File: config.mk
export PLATFORM = sky130hd
export DESIGN_NAME = utf16_to_utf8_transcoder
export DESIGN_NICKNAME = d
export VERILOG_FILES = /design/src/u2u_pkg.sv /design/src/u2u_queue.sv /design/src/u2u_front.sv /design/src/u2u_back.sv /design/src/utf16_to_utf8_transcoder.sv
export SDC_FILE = /design/constraint.sdc
export NUM_CORES = 1
export LEC_CHECK = 0
export ABC_AREA = 1
export BUFFER_PORTS_ARGS = -buffer_cell sky130_fd_sc_hd__buf_4
export CAP_MARGIN = 20
export CELL_PAD_IN_SITES_DETAIL_PLACEMENT = 0
export CELL_PAD_IN_SITES_GLOBAL_PLACEMENT = 1
export CORE_MARGIN = 10
export CORE_UTILIZATION = 47
export DETAILED_ROUTE_END_ITERATION = 12
export GPL_TIMING_DRIVEN = 0
export PLACE_DENSITY_LB_ADDON = 0.1
export SLEW_MARGIN = 20
export SYNTH_ARGS = -nofsm -noshare
export SYNTH_HDL_FRONTEND = slang
export SYNTH_HIERARCHICAL = 1
export SYNTH_SLANG_ARGS = --single-unit
File: constraint.sdc
create_clock -name clock -period 5.7 [get_ports clock]
set_clock_uncertainty 0.2 [all_clocks]
set_input_delay 1.14 -clock clock [delete_from_list [all_inputs] [get_ports clock]]
set_output_delay 1.14 -clock clock [all_outputs]
set_load 0.05 [all_outputs]
File: src/u2u_pkg.sv
// Shared types and constants for the UTF-16 to UTF-8 transcoder.
// Used by the front end, the job queue and the byte emitter.
`timescale 1ns / 1ps
`default_nettype none

package u2u_pkg;

   // Configuration register
   localparam int unsigned MAX_UNITS_W = 24;
   localparam logic [MAX_UNITS_W-1:0] MAX_UNITS_RESET = 24'd262144;

   // UTF-16 surrogate ranges and code point base
   localparam logic [15:0] SUR_HIGH_LO = 16'hD800;
   localparam logic [15:0] SUR_HIGH_HI = 16'hDBFF;
   localparam logic [15:0] SUR_LOW_LO  = 16'hDC00;
   localparam logic [15:0] SUR_LOW_HI  = 16'hDFFF;
   localparam logic [20:0] SUPP_BASE   = 21'h10000;
   localparam int unsigned SUR_SHIFT   = 10;

   // Code point limits that pick the UTF-8 length
   localparam logic [20:0] LIM_ONE   = 21'h80;
   localparam logic [20:0] LIM_TWO   = 21'h800;
   localparam logic [20:0] LIM_THREE = 21'h10000;

   // UTF-8 marker bits
   localparam logic [7:0] LEAD_TWO   = 8'hC0;
   localparam logic [7:0] LEAD_THREE = 8'hE0;
   localparam logic [7:0] LEAD_FOUR  = 8'hF0;
   localparam logic [7:0] CONT_MARK  = 8'h80;

   // Encoded length minus one
   typedef enum logic [1:0] {
      LEN_ONE   = 2'd0,
      LEN_TWO   = 2'd1,
      LEN_THREE = 2'd2,
      LEN_FOUR  = 2'd3
   } len_type;

   // Job queue geometry
   localparam int unsigned QUEUE_DEPTH = 4;
   localparam int unsigned QUEUE_AW    = 2;

   // One classified job handed from the front end to the emitter
   typedef struct packed {
      logic        err;       // emit a single error word
      logic        eot;       // unit closed its string
      len_type     len;       // byte count minus one
      logic [20:0] cp;        // code point to encode
   } job_type;

endpackage

`default_nettype wire

File: src/u2u_queue.sv
// Small job queue between the front end and the byte emitter.
// Depends on u2u_pkg for the job type and queue depth.
`timescale 1ns / 1ps
`default_nettype none

module u2u_queue (
   input  wire logic             clock,
   input  wire logic             reset,
   input  wire logic             push,
   input  wire u2u_pkg::job_type push_job,
   output logic                  full,
   input  wire logic             pop,
   output logic                  head_valid,
   output u2u_pkg::job_type      head_job
);

   localparam int unsigned AW = u2u_pkg::QUEUE_AW;

   u2u_pkg::job_type slot_ff [u2u_pkg::QUEUE_DEPTH];
   logic [AW-1:0] wr_ptr_ff, wr_ptr_in;
   logic [AW-1:0] rd_ptr_ff, rd_ptr_in;
   logic [AW:0]   count_ff, count_in;
   logic          do_push, do_pop;

   assign full       = (count_ff == (AW+1)'(u2u_pkg::QUEUE_DEPTH));
   assign head_valid = (count_ff != '0);
   assign head_job   = slot_ff[rd_ptr_ff];
   assign do_push    = push && !full;
   assign do_pop     = pop && head_valid;

   // Advance pointers and occupancy
   always_comb begin
      wr_ptr_in = do_push ? wr_ptr_ff + 1'b1 : wr_ptr_ff;
      rd_ptr_in = do_pop  ? rd_ptr_ff + 1'b1 : rd_ptr_ff;
      count_in  = count_ff;
      if (do_push && !do_pop) begin
         count_in = count_ff + 1'b1;
      end else if (do_pop && !do_push) begin
         count_in = count_ff - 1'b1;
      end
   end

   always_ff @(posedge clock) begin
      if (reset) begin
         wr_ptr_ff <= '0;
         rd_ptr_ff <= '0;
         count_ff  <= '0;
      end else begin
         wr_ptr_ff <= wr_ptr_in;
         rd_ptr_ff <= rd_ptr_in;
         count_ff  <= count_in;
      end
   end

   // Store pushed job
   always_ff @(posedge clock) begin
      if (do_push) begin
         slot_ff[wr_ptr_ff] <= push_job;
      end
   end

endmodule

`default_nettype wire

File: src/u2u_front.sv
// Front end: accepts code units, tracks surrogates, length and failure,
// and pushes one classified job per unit that yields output. Uses u2u_pkg.
`timescale 1ns / 1ps
`default_nettype none

module u2u_front #(
   parameter int unsigned COUNT_WIDTH = 24
) (
   input  wire logic                            clock,
   input  wire logic                            reset,
   input  wire logic                            req_valid,
   output logic                                 req_ready,
   input  wire logic [15:0]                     req_code_unit,
   input  wire logic                            req_end_of_text,
   input  wire logic [u2u_pkg::MAX_UNITS_W-1:0] max_units,
   input  wire logic                            q_full,
   output logic                                 q_push,
   output u2u_pkg::job_type                     q_job
);

   localparam int unsigned CMP_W =
      (COUNT_WIDTH > u2u_pkg::MAX_UNITS_W) ? COUNT_WIDTH : u2u_pkg::MAX_UNITS_W;

   logic                   pending_ff, pending_in;
   logic [9:0]             high_bits_ff, high_bits_in;
   logic [COUNT_WIDTH-1:0] count_ff, count_in;
   logic                   failed_ff, failed_in;

   logic                   accept;
   logic                   is_high, is_low;
   logic [COUNT_WIDTH-1:0] count_inc;
   logic                   too_long;
   logic [20:0]            pair_cp;
   logic [20:0]            bmp_cp;

   assign req_ready = !q_full;
   assign accept    = req_valid && req_ready;

   // Classify the unit
   assign is_high = (req_code_unit >= u2u_pkg::SUR_HIGH_LO) &&
                    (req_code_unit <= u2u_pkg::SUR_HIGH_HI);
   assign is_low  = (req_code_unit >= u2u_pkg::SUR_LOW_LO) &&
                    (req_code_unit <= u2u_pkg::SUR_LOW_HI);

   // Saturating unit count and length check
   assign count_inc = (count_ff == '1) ? count_ff : count_ff + 1'b1;
   assign too_long  = CMP_W'(count_inc) > CMP_W'(max_units);

   // Supplementary code point from the held high half and this low half
   assign pair_cp = u2u_pkg::SUPP_BASE + 21'({high_bits_ff, req_code_unit[9:0]});
   assign bmp_cp  = 21'(req_code_unit);

   always_comb begin
      pending_in   = pending_ff;
      high_bits_in = high_bits_ff;
      count_in     = count_ff;
      failed_in    = failed_ff;
      q_push       = 1'b0;
      q_job.err    = 1'b0;
      q_job.eot    = req_end_of_text;
      q_job.len    = u2u_pkg::LEN_ONE;
      q_job.cp     = bmp_cp;

      if (accept) begin
         if (failed_ff) begin
            // Drop units of a failed string
         end else begin
            count_in = count_inc;
            if (too_long) begin
               q_push    = 1'b1;
               q_job.err = 1'b1;
               failed_in = 1'b1;
            end else if (pending_ff) begin
               pending_in   = 1'b0;
               high_bits_in = '0;
               q_push       = 1'b1;
               if (!is_low) begin
                  q_job.err = 1'b1;
                  failed_in = 1'b1;
               end else begin
                  q_job.cp  = pair_cp;
                  q_job.len = u2u_pkg::LEN_FOUR;
               end
            end else if (is_high) begin
               if (req_end_of_text) begin
                  q_push    = 1'b1;
                  q_job.err = 1'b1;
               end else begin
                  pending_in   = 1'b1;
                  high_bits_in = req_code_unit[9:0];
               end
            end else if (is_low) begin
               q_push    = 1'b1;
               q_job.err = 1'b1;
               failed_in = 1'b1;
            end else begin
               q_push = 1'b1;
               if (bmp_cp < u2u_pkg::LIM_ONE) begin
                  q_job.len = u2u_pkg::LEN_ONE;
               end else if (bmp_cp < u2u_pkg::LIM_TWO) begin
                  q_job.len = u2u_pkg::LEN_TWO;
               end else begin
                  q_job.len = u2u_pkg::LEN_THREE;
               end
            end
         end
         // Close the string on its final unit
         if (req_end_of_text) begin
            pending_in   = 1'b0;
            high_bits_in = '0;
            count_in     = '0;
            failed_in    = 1'b0;
         end
      end
   end

   always_ff @(posedge clock) begin
      if (reset) begin
         pending_ff   <= 1'b0;
         high_bits_ff <= '0;
         count_ff     <= '0;
         failed_ff    <= 1'b0;
      end else begin
         pending_ff   <= pending_in;
         high_bits_ff <= high_bits_in;
         count_ff     <= count_in;
         failed_ff    <= failed_in;
      end
   end

endmodule

`default_nettype wire

File: src/u2u_back.sv
// Back end: pops queue jobs and, while rsp_ready holds, emits one UTF-8 word
// per cycle via the output register. Uses u2u_pkg for the job type and markers.
`timescale 1ns / 1ps
`default_nettype none

module u2u_back (
   input  wire logic             clock,
   input  wire logic             reset,
   input  wire logic             head_valid,
   input  wire u2u_pkg::job_type head_job,
   output logic                  pop,
   output logic                  rsp_valid,
   input  wire logic             rsp_ready,
   output logic [7:0]            rsp_out_byte,
   output logic                  rsp_last,
   output logic                  rsp_done_res,
   output logic                  rsp_error
);

   logic [1:0] idx_ff, idx_in;
   logic       valid_ff, valid_in;
   logic [7:0] byte_ff, byte_in;
   logic       last_ff, done_ff, error_ff;
   logic       load, fin;
   logic [1:0] from_end;
   logic [7:0] lead, cont;
   logic [20:0] cp;

   assign cp       = head_job.cp;
   assign load     = head_valid && (!valid_ff || rsp_ready);
   assign fin      = head_job.err || (idx_ff == head_job.len);
   assign pop      = load && fin;
   assign from_end = head_job.len - idx_ff;

   // Lead byte by length
   always_comb begin
      unique case (head_job.len)
         u2u_pkg::LEN_ONE:   lead = {1'b0, cp[6:0]};
         u2u_pkg::LEN_TWO:   lead = u2u_pkg::LEAD_TWO   | 8'(cp[10:6]);
         u2u_pkg::LEN_THREE: lead = u2u_pkg::LEAD_THREE | 8'(cp[15:12]);
         u2u_pkg::LEN_FOUR:  lead = u2u_pkg::LEAD_FOUR  | 8'(cp[20:18]);
         default:            lead = '0;
      endcase
   end

   // Continuation byte by its distance from the end
   always_comb begin
      case (from_end)
         2'd0:    cont = u2u_pkg::CONT_MARK | 8'(cp[5:0]);
         2'd1:    cont = u2u_pkg::CONT_MARK | 8'(cp[11:6]);
         default: cont = u2u_pkg::CONT_MARK | 8'(cp[17:12]);
      endcase
   end

   always_comb begin
      if (head_job.err) begin
         byte_in = '0;
      end else if (idx_ff == 2'd0) begin
         byte_in = lead;
      end else begin
         byte_in = cont;
      end
      idx_in   = idx_ff;
      valid_in = valid_ff;
      if (load) begin
         valid_in = 1'b1;
         idx_in   = fin ? 2'd0 : idx_ff + 1'b1;
      end else if (rsp_ready) begin
         valid_in = 1'b0;
      end
   end

   always_ff @(posedge clock) begin
      if (reset) begin
         idx_ff   <= '0;
         valid_ff <= 1'b0;
      end else begin
         idx_ff   <= idx_in;
         valid_ff <= valid_in;
      end
   end

   // Hold the word in the output register
   always_ff @(posedge clock) begin
      if (load) begin
         byte_ff  <= byte_in;
         last_ff  <= fin;
         done_ff  <= fin && head_job.eot && !head_job.err;
         error_ff <= head_job.err;
      end
   end

   assign rsp_valid    = valid_ff;
   assign rsp_out_byte = byte_ff;
   assign rsp_last     = last_ff;
   assign rsp_done_res = done_ff;
   assign rsp_error    = error_ff;

endmodule

`default_nettype wire

File: src/utf16_to_utf8_transcoder.sv
// UTF-16 to UTF-8 transcoder top level: front end, job queue, byte emitter
// and the max_units register. Depends on u2u_pkg and the three submodules.
//
// One UTF-16 code unit is taken per word; a unit that yields output occupies
// the emitter for one word per UTF-8 byte (1 to 4), an error for one word,
// and a unit that yields nothing (a held high surrogate, or a unit of a
// string that already failed) passes the front end without a job. The
// emitter's output register, one word per cycle while rsp_ready is high,
// sets the sustained rate; a four-job queue lets the front end keep accepting
// while a longer sequence drains. After an error word the rest of that string
// is dropped until the unit that carries end_of_text. The user must write
// max_units through csr_wr_en/csr_wr_data only while the block is idle, which it does not enforce.
`timescale 1ns / 1ps
`default_nettype none

module utf16_to_utf8_transcoder #(
   parameter int unsigned COUNT_WIDTH = 24
) (
   input  wire logic        clock,
   input  wire logic        reset,
   input  wire logic        req_valid,
   output logic             req_ready,
   input  wire logic [15:0] req_code_unit,
   input  wire logic        req_end_of_text,
   output logic             rsp_valid,
   input  wire logic        rsp_ready,
   output logic [7:0]       rsp_out_byte,
   output logic             rsp_last,
   output logic             rsp_done_res,
   output logic             rsp_error,
   input  wire logic        csr_wr_en,
   input  wire logic [23:0] csr_wr_data
);

   logic [u2u_pkg::MAX_UNITS_W-1:0] max_units_ff, max_units_in;
   logic             q_full, q_push, q_pop, q_head_valid;
   u2u_pkg::job_type q_push_job, q_head_job;

   // Update the length limit register
   assign max_units_in = csr_wr_en ? csr_wr_data : max_units_ff;

   always_ff @(posedge clock) begin
      if (reset) begin
         max_units_ff <= u2u_pkg::MAX_UNITS_RESET;
      end else begin
         max_units_ff <= max_units_in;
      end
   end

   u2u_front #(
      .COUNT_WIDTH(COUNT_WIDTH)
   ) u_front (
      .clock          (clock),
      .reset          (reset),
      .req_valid      (req_valid),
      .req_ready      (req_ready),
      .req_code_unit  (req_code_unit),
      .req_end_of_text(req_end_of_text),
      .max_units      (max_units_ff),
      .q_full         (q_full),
      .q_push         (q_push),
      .q_job          (q_push_job)
   );

   u2u_queue u_queue (
      .clock     (clock),
      .reset     (reset),
      .push      (q_push),
      .push_job  (q_push_job),
      .full      (q_full),
      .pop       (q_pop),
      .head_valid(q_head_valid),
      .head_job  (q_head_job)
   );

   u2u_back u_back (
      .clock       (clock),
      .reset       (reset),
      .head_valid  (q_head_valid),
      .head_job    (q_head_job),
      .pop         (q_pop),
      .rsp_valid   (rsp_valid),
      .rsp_ready   (rsp_ready),
      .rsp_out_byte(rsp_out_byte),
      .rsp_last    (rsp_last),
      .rsp_done_res(rsp_done_res),
      .rsp_error   (rsp_error)
   );

endmodule

`default_nettype wire

Word-level counts from Yosys, hierarchy flattened:

Memory sizes are Yosys's and may differ from the RTL's. A register that Yosys moved wholly into a read port is not among the register bits.
Index checks and enable logic that the tools add are counted.

* bits in writable memories: 100
* register bits: 81
* output and inout port bits: 13
* memories kept: 1
* bits of input ports: 46
* word-level logic and storage cells: 120

* reduce and logical (&&, ||, !) cells: 28
* equal/unequal tests: 9
* add/sub/neg operators: 8
* $lt $le $gt $ge: 7
* mux-type cells: 53

Memories
* u_queue.slot_ff: words 4, bits a word 25, rd ports 1, clocked after memory_dff 1, wr ports 1, line u2u_queue.sv:19 `u2u_pkg::job_type slot_ff [u2u_pkg::QUEUE_DEPTH];`

Operator list (number)
* $mux W23: 4
* $mux W24: 3
* $mux W10: 5
* $ge A16 B16 Y1 const B: 2
* $le A16 B16 Y1 const B: 2
* $pmux W8 S4: 1
* $mux W1: 27
* $add A24 B1 Y24 const B: 1
* $eq A24 B24 Y1 const B: 1
* $gt A24 B24 Y1: 1
* $add A17 B20 Y21 const A: 1
* $mux W21: 1
* $lt A16 B12 Y1 const B: 1
* $lt A16 B8 Y1 const B: 1
* $mux W2: 8
* $pmux W6 S2: 1
* $logic_and A1 B1 Y1: 11
* $mux W8: 1
* $add A2 B1 Y2 const B: 3
* $logic_not A2 Y1: 3
* $mux W3: 2
* $reduce_bool A3 Y1: 2
* $logic_not A1 Y1: 5
* $eq A2 B1 Y1 const B: 2
* 12 further kinds: 16

Longest topological paths before layout:

* depth in word-level cells: 12
* depth in mapped cells: 33
* mapped depth without buffers: 32

Cells and area by module:

Netlist, hierarchy kept.

Modules (own cells, without submodules)
* u2u_queue: seq. area each 3183.1 um^2, times used 1, cells an instance 311, area each 4310.4 um^2
* u2u_front: seq. area each 720.7 um^2, times used 1, cells an instance 521, area each 3193.1 um^2
* utf16_to_utf8_transcoder: seq. area each 480.5 um^2, times used 1, cells an instance 151, area each 982.2 um^2
* u2u_back: seq. area each 390.4 um^2, times used 1, cells an instance 122, area each 969.7 um^2

Least setup slack after synthesis:

Ideal clock, no wire load.

* path kind: register -> register
* start: reg u_front.count_ff[0]
* end: mem u_queue/slot_ff[0][0] (netlist name) (enable)
* required time: 5.093 ns
* data arrival time: 3.758 ns
* setup time: 0.407 ns
* path buffers: 0
* setup slack: 1.335 ns
* cell stages (with the launch flop): 21
* period minus slack after synthesis: 4.365 ns
* cell sequence: dfxtp_1 -> ha_1 -> nand2_2 -> nor2_4 -> nand2_4 -> nor2_4 -> nand3_2 -> nor2_4 -> nand3_1 -> and2_1 -> ha_1 -> nand2_1 -> nor2_1 -> nand2_1 -> nor2_1 -> nand2_1 -> nand3_1 -> nand2_2 -> a21oi_1 -> nand2_2 -> nor2_1

* cells in the longest elaborated chain, start to end: 9
* elaborated cells between the ends (all ways): 10
* classes of those cells: 1 x add/sub; 1 x order compare; 1 x eq/ne; 6 x mux; 1 x reduce/logical

Ends and longest elaborated chain
* start: declaration: line u2u_front.sv:26 `logic [COUNT_WIDTH-1:0] count_ff, count_in;`
* start signal: assignment: line u2u_front.sv:126 `count_ff <= count_in;`
* $add A24 B1 Y24 or $eq A24 B24 Y1 (tied branches): line u2u_front.sv:46 `assign count_inc = (count_ff == '1) ? count_ff : count_ff + 1'b1;`
* $mux W24 *: line u2u_front.sv:46
* $gt A24 B24 Y1 *: line u2u_front.sv:47 `assign too_long = CMP_W'(count_inc) > CMP_W'(max_units);`
* $mux W1 *: line u2u_front.sv:69 `if (too_long) begin`
* $mux W1 *: line u2u_front.sv:65 `if (failed_ff) begin`
* $mux W1 *: line u2u_front.sv:64 `if (accept) begin`
* named net q_push: line utf16_to_utf8_transcoder.sv:36 `logic q_full, q_push, q_pop, q_head_valid;`
* $logic_and A1 B1 Y1 *: line u2u_queue.sv:28 `assign do_push = push && !full;`
* $mux W1 *: line u2u_queue.sv:57 `if (do_push) begin`
* $mux W1 (implied by the code) *: line u2u_queue.sv:58 `slot_ff[wr_ptr_ff] <= push_job;`
* end: declaration: line u2u_queue.sv:19

Mark *: on every way through the listed nets, which the timed path passes. The rest lies on a longest branch.

Worst setup path after layout:

* start: reg u_front.count_ff[0]
* end: reg u_queue.count_ff[2]

* cells in the longest elaborated chain, start to end: 10
* elaborated cells between the ends (all ways): 13
* classes of those cells: 1 x add/sub; 1 x order compare; 1 x eq/ne; 5 x mux; 5 x reduce/logical

Ends and longest elaborated chain
* $add A24 B1 Y24 or $eq A24 B24 Y1 (tied branches): line u2u_front.sv:46
* $mux W24 *: line u2u_front.sv:46
* $gt A24 B24 Y1 *: line u2u_front.sv:47
* $mux W1 *: line u2u_front.sv:69
* $mux W1 *: line u2u_front.sv:65
* $mux W1 *: line u2u_front.sv:64
* named net q_push: line utf16_to_utf8_transcoder.sv:36
* $logic_and A1 B1 Y1 *: line u2u_queue.sv:28
* named net u_queue.do_push: line u2u_queue.sv:23 `logic do_push, do_pop;`
* $logic_not A1 Y1: line u2u_queue.sv:38 `end else if (do_pop && !do_push) begin`
* $logic_and A1 B1 Y1: line u2u_queue.sv:38
* $reduce_bool A2 Y1 (no line)
* end signal: assignment: line u2u_queue.sv:51 `count_ff <= count_in;`
* end: declaration: line u2u_queue.sv:22 `logic [AW:0] count_ff, count_in;`

Marks and branches as above.
A chain may end at the register's enable or synchronous reset.

==> metrics.md <==
| Metric | Value |
|---|---|
| Status | finished clean |
| Clk_lat worst skew | 0.43 ns |
| Routability cong. | 0.857 |
| Starting Density | 48.1% |
| WP buf/inv | 3 |
| Crit path largest cell delay | 0.45 ns |
| Die span in y | 162 um |
| Period utilization | 85.7% |
| Most frequent CP cell | nand2_1 |
| Fillers | 1880 |
| Total negative slack | 0 ns |
| Worst rel slew slack | 50.3% |
| Worst path required time | 5.82 ns |
| All-Layer GR Usage | 18.1% |
| CTS max path bufs | 2 |
| WP data arrival | 5.01 ns |
| Post-CTS sizing | 0 |
| HP Start | max_units_ff[20] |
| Hold Buf Count CTS | 0 |
| Routed Antenna Nets | 0 |
| Min-Delay Path Class | register to register |
| Num rows | 51 |
| Routed vias | 7288 |
| Simple-gate share of the synthesized area | 24.7% |
| Power density over cell area | 418 mW/mm^2 |
| Post-Route WL | 23.1 mm |
| Synthesized Nets | 1185 |
| Nets | 1264 |
| IO Pins | 59 |
| Largest family of logic cells by synthesized area | simple AND/OR/NAND/NOR gates |
| Synth Instances | 1105 |
| Critical-path maximum fanout | 7 |
| Iter 0 DRT Violations | 349 |
| Leakage power | 4.64 nW |
| CTS tree | done |
| Synth-to-Final Area Change | 15.8% |
| Number of remaining DRC errors | 0 |
| GR Overflow Total | 0 |
| Post-DP Area | 0.0103 mm^2 |
| Clock sinks | 183 |
| Max VDD drop | 0.000213 V |
| Pin count of the biggest net entering global routing | 22 |
| Synth Area in Adders | 4.58% |
| Area leader, netlist | edfxtp_1 |
| Max Slew Vio Count | 0 |
| Mapped Avg Cell Area | 8.56 um^2 |
| Fmax | 205 MHz |
| Placed cell count | 1430 |
| Final hold violation count | 0 |
| Max Cap Violations | 0 |
| CP Launch Point | u_front/count_ff[0] |
| Synth unique cells | 43 |
| Post-synthesis mux area share | 0% |
| Finished Layout Cells | 1462 |
| PortBufs | 56 |
| Slowest cell on the critical path | dfxtp_1 |
| Compound-Gate Fraction of Synth Area | 9.85% |
| Cells on worst reg2reg path | 29 |
| CP endpoint kind | register |
| Clock transition at path regs | 0.08 ns |
| Cts bufs inserted | 17 |
| R2r startpoint | u_front/count_ff[0] |
| Synthesized cell area | 0.00946 mm^2 |
| Yosys warns | 6 |
| Post-synthesis xor/xnor area fraction | 1.56% |
| Die area | 0.0262 mm^2 |
| Post-CTS Repair Setup Buffers | 0 |
| CP Depth | 29 |
| Crit start category | register |
| Die W | 162 um |
| CORE AREA | 0.0197 mm^2 |
| Yosys top cell area share | 35.3% |
| Share of layout cells above drive strength 1 | 17.0% |
| Synth area leaders | edfxtp_1 35%, dfxtp_1 15%, nand2_1 10%, nor2_1 6.7%, inv_1 4.6% |
| Sequential area share after synthesis | 50.5% |
| Antenna violations before repair | 0 |
| Flops & latches, synth | 183 |
| Vias in the first global route | 7335 |
| Fin crit period | 4.89 ns |
| Setup violations, final | 0 |
| Most common cell after layout, fill and taps aside | nand2_1 |
| First-pass GRT wire length | 37.5 mm |
| Area of the multi-input gates | 0.00387 mm^2 |
| Hpwl dp | 17.6 mm |
| Fin area | 0.0110 mm^2 |
| Total power draw | 4.57 mW |
| Vias per inst | 4.98 |
| Kind of critical path | register to register |
| Cell family with most CP delay | simple AND/OR/NAND/NOR gates |
| Htree depth | 4 |
| Worst hold stages | 2 |
| RSZ-0062 raised after global routing | false |
| Most frequent cells in the layout | 253 x nand2_1, 166 x nor2_1, 116 x inv_1 |
| Root buf cell | clkbuf_16 |
| Antenna Cells | 0 |
| Register area | 0.00477 mm^2 |
| DRT Pass-1 Iters | 5 |
| Worst slew pin tran | 0.746 ns |
| WL/cell | 15.8 um |
worst register-to-register path: cells and delay by family (launching register included):
family          cells  cell delay [ns]
buf+inv             3             0.26
simple gates       21             2.39
flops               1             0.45
compound gates      1             0.37
fa+ha+maj           4             1.11
final timing paths:
path         slack, ns                   to
max               0.81  u_queue/count_ff[2]
min               0.27     max_units_ff[20]
max reg2reg       0.81  u_queue/count_ff[2]
min reg2reg       0.27     max_units_ff[20]
synth_stat cells (all sizes together):
master    n
a31oi     2
nor3b     4
xnor2     6
a21oi    57
ha       33
xor2     10
o21ai    65
a21o      2
buf      44
o21a      1
fa        1
nand3b    1
or4       1
nor3     11
nand2   265
edfxtp  111
nand4    11
dfxtp    72
o22ai    25
nor4      1
o211ai    1
nand3    67
nor2    178
inv     125
o21bai    2
clkbuf    6
a41oi     1
and2      2
stage by stage:
stage               hold slack, ns  worst slack, ns  utilization, %
floorplan                    0.228             1.33               -
global placement             0.262           -0.273            51.9
detailed placement           0.264            0.744            52.6
CTS                          0.275            0.732            55.7
global route                 0.288            0.390            55.7
finish                       0.272            0.814            55.7
flip-flops by register name, indices dropped and copies added, names as in the netlist, named ones only:
signal / flops
u_front/pending_ff: 1
u_front/high_bits_ff: 10
u_back/rsp_done_res: 1
u_queue/count_ff: 3
u_queue/rd_ptr_ff: 2
u_back/rsp_out_byte: 8
max_units_ff: 24
u_queue/wr_ptr_ff: 2
u_front/failed_ff: 1
u_back/rsp_last: 1
u_back/rsp_error: 1
u_queue/slot_ff: 100
u_back/rsp_valid: 1
u_back/idx_ff: 2
u_front/count_ff: 24
power by group:
group          switching, mW  internal, mW
Combinational           1.13         0.552
Clock                  0.586         0.599
Sequential            0.0748          1.63
metal layers:
metal	GRT usage (%)	wire (um)	part of all wire (%)	vias up
met5	0	0	0	-
met4	6.45	550	2.4	0
met3	3.59	789	3.4	27
met2	33.9	12300	53	104
met1	19.7	9440	41	3367
li1	-	-	-	3790
area by class of cell:
| cell class | count | share of cell area [%] |
|---|---|---|
| Multi-Input combinational cell | 747 | 35.4 |
| Clock buffer | 17 | 3.88 |
| Inverter | 125 | 4.31 |
| Sequential cell | 183 | 43.6 |
| Timing Repair Buffer | 60 | 4.77 |
| Tap cell | 265 | 3.03 |
| Clock inverter | 15 | 1.71 |
| Buffer | 50 | 3.35 |
cell families (layout without fill, tap and decap cells):
| logic type | count (synthesis) | count (layout) |
|---|---|---|
| xor gates and xnor gates | 16 | 16 |
| and+or+nand+nor | 541 | 541 |
| buffers and inverters | 175 | 267 |
| AOI/OAI and AO/OA | 156 | 156 |
| DFF | 183 | 183 |
| adders and majority gates | 34 | 34 |
Note: power is estimated with default switching activity, not from simulation.
